==> src/ridt_pkg.sv <==
// ============================================================================
// ridt_pkg
// Types, constants and state codes shared by the ring dedup table modules.
// ============================================================================
package ridt_pkg;

    localparam int RING_SIZE   = 6;
    localparam int MAX_BUCKETS = 1024;
    localparam int CAPACITY    = 4096;
    localparam int VAL_W       = 24;
    localparam int BKT_W       = $clog2(MAX_BUCKETS);
    localparam int IDX_W       = $clog2(CAPACITY);
    localparam int CNT_W       = $clog2(CAPACITY + 1);
    localparam int CFG_W       = 11;
    localparam int SUM_W       = VAL_W + $clog2(RING_SIZE) + 1;
    localparam int POS_W       = $clog2(RING_SIZE);

    typedef struct packed {
        logic [VAL_W-1:0] arm_5;
        logic [VAL_W-1:0] arm_4;
        logic [VAL_W-1:0] arm_3;
        logic [VAL_W-1:0] arm_2;
        logic [VAL_W-1:0] arm_1;
        logic [VAL_W-1:0] arm_0;
    } in_item_t;

    typedef struct packed {
        logic duplicate;
        logic added;
        logic store_full;
    } out_item_t;

    typedef enum logic [2:0] {
        ST_IDLE,
        ST_HASH,
        ST_HEAD,
        ST_READ,
        ST_CMP,
        ST_WRITE,
        ST_DONE,
        ST_CLEAR
    } state_t;

    // Control between sequencer and modulo unit
    typedef struct packed {
        logic start;
    } mod_ctrl_t;

    typedef struct packed {
        logic             done;
        logic [BKT_W-1:0] rem;
    } mod_stat_t;

endpackage

==> src/ridt_ring_cmp.sv <==
// ============================================================================
// ridt_ring_cmp
// Compares a stored ring with the input under all rotations and reflections.
// ============================================================================
module ridt_ring_cmp
    import ridt_pkg::*;
(
    input  logic [RING_SIZE*VAL_W-1:0] stored,
    input  logic [RING_SIZE*VAL_W-1:0] ring,
    output logic                       match
);

    always_comb
    begin
        logic cw;
        logic ccw;
        match = 1'b0;
        for (int off = 0; off < RING_SIZE; off++)
        begin
            cw  = 1'b1;
            ccw = 1'b1;
            for (int i = 0; i < RING_SIZE; i++)
            begin
                if (stored[i*VAL_W +: VAL_W] != ring[((off + i) % RING_SIZE)*VAL_W +: VAL_W])
                    cw = 1'b0;
                if (stored[i*VAL_W +: VAL_W]
                    != ring[((off + RING_SIZE - i) % RING_SIZE)*VAL_W +: VAL_W])
                    ccw = 1'b0;
            end
            if (cw || ccw)
                match = 1'b1;
        end
    end

endmodule
==> config.mk <==
export PLATFORM = sky130hd
export DESIGN_NAME = ridt_ring_cmp
export DESIGN_NICKNAME = d
export VERILOG_FILES = /design/src/ridt_pkg.sv /design/src/ridt_ring_cmp.sv
export SDC_FILE = /design/constraint.sdc
export NUM_CORES = 1
export LEC_CHECK = 0
export ABC_AREA = 1
export BUFFER_PORTS_ARGS = -buffer_cell sky130_fd_sc_hd__buf_4
export CORE_ASPECT_RATIO = 0.5
export CORE_UTILIZATION = 40
export DETAILED_ROUTE_END_ITERATION = 8
export RECOVER_POWER = 50
export SYNTH_ARGS = -nofsm -noshare
export SYNTH_HDL_FRONTEND = slang
export SYNTH_SLANG_ARGS = --single-unit
==> constraint.sdc <==
create_clock -name vclk -period 3.71
set_clock_uncertainty 0.2 [all_clocks]
set_input_delay 0 -clock vclk [all_inputs]
set_output_delay 0 -clock vclk [all_outputs]
set_load 0.005 [all_outputs]
==> impl_metrics.tcl <==
set metrics [dict create \
    mostFrequentLayoutCells "nand2_1 (1174), nor2_1 (393), xor2_1 (379), buf_4 (288), inv_1 (196)" \
    hold_viol_final 0 \
    drcViolationCount 0 \
    grt_max_degree 9 \
    worst-path-buf-inv 3 \
    p_total_mw 1.99 \
    period_needed_ns 2.57 \
    synth_area_leaders "nand2_1 (32%), xor2_1 (24%), nor2_1 (11%)" \
    crit_chain "clkbuf_1, inv_1, nand2_1, nand2_1, nor2_1, nand2_1, nor2_1, nand3_1, nor2_1, nand2_1, nand2_1, nand2_1, nand2_1, nor2_1, nand2_1, buf_4" \
    whs_ns 0.683 \
    vias 16400 \
    run_status "completed" \
    drtIter0Drc 1893 \
    row_count 47 \
    tightest_slew_ns 0.916 \
    drive_gt1_share_pct 12.0 \
    coreArea_um2 33300 \
    rsz0062_at_grt "no" \
    cts_resized 0 \
    grt_pass1_wl_mm 97.4 \
    crit_path_top_delay_cell "nor2_1" \
    drv_slew 0 \
    pre_cts_ws_ns 1.54 \
    end_kind "output pin" \
    setup_viol 0 \
    wl_per_cell_um 21.3 \
    arrival_ns 2.37 \
    ir_drop_mv 0.0629 \
    ff_latch_area_um2 0 \
    syn2layout_area_growth_pct 9.07 \
    grt_usage_pct 37.8 \
    slew_headroom_pct 38.5 \
    final_common_cell "nand2_1" \
    fmax_mhz 390 \
    die_x_um 263 \
    ioPinCount 289 \
    start_util_pct 40.9 \
    period_share_pct 69.2 \
    drt-vias-per-instance 5.11 \
    grt_pass1_vias 14600 \
    routed_wirelength_mm 68.4 \
    synthesis.area_um2 13600 \
    diodes 0 \
    hold_path.class "in2out" \
    crit_path_frequent_cell "nand2_1" \
    synth_top_cell_area_share_pct 32.4 \
    nClkBuffers 0 \
    die_area_um2 34800 \
    fin_setup_tns_ns 0 \
    finalWorstSetupSlack_ns 1.14 \
    cp.required_ns 3.51 \
    hpwlAfterDp_mm 57.9 \
    syn_inst 2751 \
    cp_slowest_stage_delay_ns 0.49 \
    crit_family "simple AND/OR/NAND/NOR gates" \
    globalRoute.totalOverflow 0 \
    holdBufCountCts 0 \
    port_buffers 289 \
    die_y_um 132 \
    synth_cell_types 18 \
    critical_path.startpoint_type "input port" \
    leakagePower_nw 8.20 \
    drt-pass1-iter-count 6 \
    maxCapViolations 0 \
    cp_max_fo 7 \
    antenna_found_initial 1 \
    synth_top_area_cell "nand2_1" \
    yosys_warnings 0 \
    path_class "in2out" \
    yosysSeqAreaShare_pct 0 \
    seq_cells 0 \
    cts_setup_buffers 0 \
    synth_nets 3039 \
    p_per_area_nw_per_um2 134 \
    ant_nets 0 \
    avgSynthCellArea_um2 4.95 \
    gp_congestion 1.08 \
    final_nets 3064 \
]
stage by stage:
stage	std cells	cell area (um2)	util, %
6_report	3215	14800	44.6
5_1_grt	3215	14800	44.6
4_1_cts	3215	14800	44.6
3_5_place_dp	3215	14800	44.6
3_3_place_gp	3215	14800	44.6
2_1_floorplan	2751	13600	-
power by group:
group	total (mW)	internal (mW)	switching, mW
clock	0	0	0
sequential	0	0	0
combinational	1.99	0.712	1.27
final timing paths:
| path | start | slack (ns) | depth (start not counted) | endpoint |
|---|---|---|---|---|
| worst max-delay path | stored[62] | 1.14 | 16 | match |
| worst min-delay path | stored[76] | 0.68 | 9 | match |
cells in the mapped netlist, drive strengths merged:
cell and n:
a21oi 17, buf 263, clkbuf 3, inv 233, nand2 1174, nand3 69, nand4 23, nor2 397
nor3 53, o21ai 2, o22ai 13, or2 3, xnor2 122, xor2 379
logic make-up (layout without fill, tap and decap cells):
logic type             after synthesis  after routing  share of synthesized area [%]
buffers and inverters              499            522                           17.3
AND/OR/NAND/NOR                   1719           1719                           49.1
XOR/XNOR                           501            501                           32.2
AO/OA/AOI/OAI                       32             32                           1.32
per-layer routing:
| layer | share of wire [%] | track usage [%] |
|---|---|---|
| met1 | 47 | 57.4 |
| met4 | 0.82 | 2.83 |
| met2 | 41 | 55.1 |
| met3 | 12 | 8.77 |
| met5 | 0.019 | 0 |
layout make-up:
cell class                      instances  area (um2)
Tap cell                              441         552
Fill cell                            3932       18400
Timing Repair Buffer                  289        2170
Inverter                              233         875
Multi-Input combinational cell       2252       11200
Note: power is estimated with default switching activity, not from simulation.
