File: config.mk
export PLATFORM = sky130hd
export DESIGN_NAME = ridt_mod_unit
export DESIGN_NICKNAME = d
export VERILOG_FILES = /design/src/ridt_pkg.sv /design/src/ridt_mod_unit.sv
export SDC_FILE = /design/constraint.sdc
export NUM_CORES = 1
export LEC_CHECK = 0
export ABC_AREA = 1
export ABC_CLOCK_PERIOD_IN_PS = 2200
export BUFFER_PORTS_ARGS = -buffer_cell sky130_fd_sc_hd__buf_2
export CAP_MARGIN = 15
export CELL_PAD_IN_SITES_DETAIL_PLACEMENT = 0
export CELL_PAD_IN_SITES_GLOBAL_PLACEMENT = 1
export CORE_MARGIN = 2
export CORE_UTILIZATION = 40
export CTS_CLUSTER_DIAMETER = 150
export CTS_CLUSTER_SIZE = 8
export DETAILED_ROUTE_END_ITERATION = 6
export PLACE_DENSITY = 0.84
export SYNTH_ARGS = -nofsm -noshare
export SYNTH_HDL_FRONTEND = slang
export SYNTH_SLANG_ARGS = --single-unit
File: constraint.sdc
create_clock -name clk -period 2.2 [get_ports clk]
set_clock_uncertainty 0.15 [all_clocks]
set_input_delay 0.22 -clock clk [delete_from_list [all_inputs] [get_ports clk]]
set_output_delay 0.22 -clock clk [all_outputs]
set_load 0.03 [all_outputs]
File: src/ridt_pkg.sv
// ============================================================================
// ridt_pkg
// Types, constants and state codes shared by the ring dedup table modules.
// ============================================================================
package ridt_pkg;

    localparam int RING_SIZE   = 6;
    localparam int MAX_BUCKETS = 1024;
    localparam int CAPACITY    = 4096;
    localparam int VAL_W       = 24;
    localparam int BKT_W       = $clog2(MAX_BUCKETS);
    localparam int IDX_W       = $clog2(CAPACITY);
    localparam int CNT_W       = $clog2(CAPACITY + 1);
    localparam int CFG_W       = 11;
    localparam int SUM_W       = VAL_W + $clog2(RING_SIZE) + 1;
    localparam int POS_W       = $clog2(RING_SIZE);

    typedef struct packed {
        logic [VAL_W-1:0] arm_5;
        logic [VAL_W-1:0] arm_4;
        logic [VAL_W-1:0] arm_3;
        logic [VAL_W-1:0] arm_2;
        logic [VAL_W-1:0] arm_1;
        logic [VAL_W-1:0] arm_0;
    } in_item_t;

    typedef struct packed {
        logic duplicate;
        logic added;
        logic store_full;
    } out_item_t;

    typedef enum logic [2:0] {
        ST_IDLE,
        ST_HASH,
        ST_HEAD,
        ST_READ,
        ST_CMP,
        ST_WRITE,
        ST_DONE,
        ST_CLEAR
    } state_t;

    // Control between sequencer and modulo unit
    typedef struct packed {
        logic start;
    } mod_ctrl_t;

    typedef struct packed {
        logic             done;
        logic [BKT_W-1:0] rem;
    } mod_stat_t;

endpackage

File: src/ridt_mod_unit.sv
// ============================================================================
// ridt_mod_unit
// Restoring remainder unit: sum modulo bucket count, one bit per cycle.
// ============================================================================
module ridt_mod_unit
    import ridt_pkg::*;
(
    input  logic             clk,
    input  logic             rst_n,
    input  mod_ctrl_t        ctrl,
    input  logic [SUM_W-1:0] sum,
    input  logic [CFG_W-1:0] divisor,
    output mod_stat_t        stat
);

    localparam int BIT_W = $clog2(SUM_W + 1);
    localparam int REM_W = CFG_W + 1;

    logic [SUM_W-1:0] num_reg, num_next;
    logic [REM_W-1:0] rem_reg, rem_next;
    logic [BIT_W-1:0] cnt_reg, cnt_next;
    logic             busy_reg, busy_next;
    logic             done_reg, done_next;
    logic [REM_W-1:0] shifted;

    always_comb
    begin
        shifted   = {rem_reg[REM_W-2:0], num_reg[SUM_W-1]};
        num_next  = num_reg;
        rem_next  = rem_reg;
        cnt_next  = cnt_reg;
        busy_next = busy_reg;
        done_next = 1'b0;
        if (ctrl.start)
        begin
            num_next  = sum;
            rem_next  = '0;
            cnt_next  = BIT_W'(SUM_W);
            busy_next = 1'b1;
        end
        else if (busy_reg)
        begin
            num_next = {num_reg[SUM_W-2:0], 1'b0};
            if (shifted >= {1'b0, divisor})
                rem_next = shifted - {1'b0, divisor};
            else
                rem_next = shifted;
            cnt_next = cnt_reg - 1'b1;
            if (cnt_reg == BIT_W'(1))
            begin
                busy_next = 1'b0;
                done_next = 1'b1;
            end
        end
    end

    always_ff @(posedge clk or negedge rst_n)
    begin
        if (!rst_n)
        begin
            busy_reg <= 1'b0;
            done_reg <= 1'b0;
            cnt_reg  <= '0;
        end
        else
        begin
            busy_reg <= busy_next;
            done_reg <= done_next;
            cnt_reg  <= cnt_next;
        end
    end

    always_ff @(posedge clk)
    begin
        num_reg <= num_next;
        rem_reg <= rem_next;
    end

    assign stat.done = done_reg;
    assign stat.rem  = rem_reg[BKT_W-1:0];

endmodule

==> results.py <==
metrics = {
    "status": {
        "outcome": "finished clean",
    },
    "power_and_ir_drop": {
        "p_leak_nw": 1.81,
        "power_per_cell_area_nw_per_um2": 1000,
        "p_int_mw": 1.87,
        "pwr-share-seq": 0.360,
        "clkPwrFrac": 0.156,
        "switching_share": 0.426,
        "worst_ir_drop_on_vdd_uv": 374,
        "netSwitchingPower_mw": 1.39,
        "post-layout-total-power_mw": 3.26,
        "combPwrFrac": 0.484,
    },
    "final_layout": {
        "final_net_count": 487,
        "layout-drive-gt1-share": 0.185,
        "number_of_flip_flops_in_the_largest_register": 28,
        "layout-area-overhead-vs-synth_pct": 14.3,
        "utilization": 0.477,
        "final_instance_count_excl_fillers": 528,
        "antenna-diode-count": 0,
    },
    "detailed_routing": {
        "firstDrtPassIters": 4,
        "ant_nets": 0,
        "drcViolationCount": 0,
        "viasPerCell": 4.54,
        "num_vias": 2395,
        "finalWirelength_mm": 5.98,
        "drtIter0Drc": 111,
        "avgRoutedWirePerCell_um": 11.3,
    },
    "place": {
        "io_buffer_count": 52,
        "gpl.final_weighted_congestion": 0.821,
        "dp.final_hpwl_mm": 4.54,
        "place.detailed.instances": 518,
    },
    "logic_synthesis": {
        "simple_gate_area_share_of_the_yosys_netlist": 0.327,
        "synth_flop_cell": "sky130_fd_sc_hd__edfxtp_1",
        "synth_compound_gate_area_share": 0.0307,
        "yosysWarningCount": 0,
        "synth_top_area_cell": "sky130_fd_sc_hd__edfxtp_1",
        "synth_edf_count": 28,
        "synthDistinctLibCells": 30,
        "netlist.area_leader.share": 0.295,
        "ys_top_cells_by_count": "153 x sky130_fd_sc_hd__nand2_1, 62 x sky130_fd_sc_hd__inv_1, 31 x sky130_fd_sc_hd__nand3_1, 28 x sky130_fd_sc_hd__edfxtp_1, 13 x sky130_fd_sc_hd__ha_1",
        "avgSynthCellArea_um2": 7.44,
        "post_synth_fa_ha_maj_area_fraction": 0.0641,
        "synth-xor-area-share": 0.00922,
        "combinational_family_with_the_most_area_after_synthesis": "simple AND/OR/NAND/NOR gates",
        "synth_seq_cells": 46,
        "ys_top_cells_by_area": "sky130_fd_sc_hd__edfxtp_1 29%, sky130_fd_sc_hd__nand2_1 20%, sky130_fd_sc_hd__inv_1 8.2%",
        "netlist_instances": 383,
        "yosys.cell_count.top_type": "sky130_fd_sc_hd__nand2_1",
        "synth_area_um2": 2850,
        "number_of_nets_in_the_synthesized_netlist": 439,
        "synth-seq-area-share": 0.434,
        "async_reset_ff_frac": 0.152,
        "synth.mux.area_fraction": 0,
    },
    "timing": {
        "holdWs_ns": 0.0400,
        "maxClockFrequency_mhz": 497,
        "finalSetupViolations": 0,
        "relSlewSlack": 0.794,
        "setup_repair_after_global_routing_missed_its_margin": "true",
        "worst_pin_slew_ns": 0.306,
        "timing.final.crit_share": 0.914,
        "post-route-min-period_ns": 2.01,
        "timing_hold_violations_final": 0,
        "report.final.slew_viol_count": 0,
    },
    "global_routing": {
        "grt_util_all_layers": 0.162,
        "pin_count_of_the_biggest_net_entering_global_routing": 30,
        "grt_antenna_before_repair": 0,
        "via_count_of_the_first_global_routing_pass": 2198,
        "wire_length_of_the_first_global_routing_pass_mm": 10.0,
        "grt.overflow.total": 0,
    },
    "setup_path": {
        "crit_path_max_fanout": 11,
        "timing.critical_path.mode_cell": "sky130_fd_sc_hd__nand3_1",
        "worstPathCellList": "inv_1, ha_1, fa_1, inv_1, nand3_1, nand3_1, nand2_2, nand3_2, nand2_1, nand3_1, o21ai_0",
        "cp-end-kind": "flip-flop",
        "cp_data_required_time_ns": 2.23,
        "crit_path_top_delay_cell": "sky130_fd_sc_hd__fa_1",
        "timing.critical_path.slowest_cell_delay_ns": 0.40,
        "r2r_setup_slack_ns": 0.19,
        "classification_of_the_worst_setup_path": "flip-flop to flip-flop",
        "timing.critical_path.from_type": "flip-flop",
        "critPathArrivalTime_ns": 2.04,
    },
    "floorplanning": {
        "chipWidth_um": 88.4,
        "die_h_um": 88.4,
        "placeableCoreArea_um2": 6830,
        "initial_core_util": 0.417,
        "design.die.area_um2": 7820,
        "core.rowCount": 30,
        "ioPinCount": 53,
    },
    "cts": {
        "clkTransAtPathRegs_ns": 0.09,
        "cts_buffer_depth": 2,
        "cts-buffers-inserted": 5,
        "clkSinkCount": 46,
        "ctsRootBufferMaster": "sky130_fd_sc_hd__clkbuf_8",
        "clock_h_tree_levels": 2,
        "cts_tree": "done",
        "clock_insertion_delay_worst_skew_ns": 0.29,
    },
    "min_path": {
        "hold_path.class": "primary input to flip-flop",
    },
    "flow_run": {
        "max_cap_check_violation_count": 0,
    },
}
stage by stage:
| step | TNS [ns] | cell area (um2) | setup slack, ns |
|---|---|---|---|
| 2_1_floorplan | 0 | 2850 | 0.315 |
| 3_3_place_gp | 0 | 3150 | 0.239 |
| 3_5_place_dp | 0 | 3150 | 0.194 |
| 4_1_cts | 0 | 3260 | 0.169 |
| 5_1_grt | -0.0276 | 3260 | -0.0175 |
| 6_report | 0 | 3260 | 0.190 |
placed cells by master, fill, tap and decap left out, drive strengths merged:
cell type / n
a21o: 1
ha: 13
fa: 1
clkinv: 2
clkbuf: 6
xnor2: 2
nand4: 13
nand2: 158
nor3: 2
a21oi: 5
dfxtp: 11
edfxtp: 28
xor2: 1
buf: 61
dlygate4sd3: 2
nor2: 10
nor4: 1
or2: 1
inv: 64
o21ai: 9
nand3: 33
o22ai: 1
dfrtp: 7
path summary, 6_finish.rpt:
| check | from | to | cells past startpoint |
|---|---|---|---|
| worst max-delay path | num_reg[27] | rem_reg[0] | 11 |
| worst min-delay path | sum[0] | num_reg[0] | 3 |
| worst max register to register | num_reg[27] | rem_reg[0] | 11 |
| worst min register to register | rem_reg[10] | rem_reg[10] | 2 |
| max in group asynchronous | rst_n | cnt_reg[1] | 2 |
| min in group asynchronous | rst_n | done_reg | 2 |
power by group through the flow:
stage	clock (mW)	sequential [mW]	combinational, mW
floorplan	0	1.15	1.37
global placement	0	1.19	1.56
detailed placement	0	1.19	1.57
CTS	0.525	1.18	1.58
global route	0.570	1.19	1.78
finish	0.510	1.17	1.58
cells by family after synthesis:
family          count (synthesis)
xor+xnor                        3
fa+ha+maj                      14
compound gates                 16
buf+inv                        86
simple gates                  218
flops                          46
critical path: cells and delay by family, from the launching register on:
kind / cells / cell delay, ns
AO/OA/AOI/OAI: 1 / 0.08
adder cells (fa/ha/maj): 2 / 0.59
buffers and inverters: 2 / 0.14
flip-flops: 1 / 0.33
AND/OR/NAND/NOR: 6 / 0.58
routing by layer:
metal / part of all wire / vias up / track usage
met4: 0.0025 / 0 / 0.0248
li1: - / 1291 / -
met3: 0.045 / 2 / 0.0299
met2: 0.44 / 54 / 0.252
met5: 0 / - / 0
met1: 0.51 / 1048 / 0.242
final cells by class:
type	instances	area (um2)
sequential	46	1240
inverter	64	240
tap	96	120
timing repair buffer	63	348
clock buffer	6	72.6
fill	733	3570
clock inverter	2	13.8
multi-input combinational	251	1230
repair_timing:
item	CTS	global route
setup buffers	0	0
hold buffers	2	0
hold endpoints to repair	8	0
gates resized for setup	0	0
endpoints found under the setup margin	0	3
(Power assumes the default switching activity.)
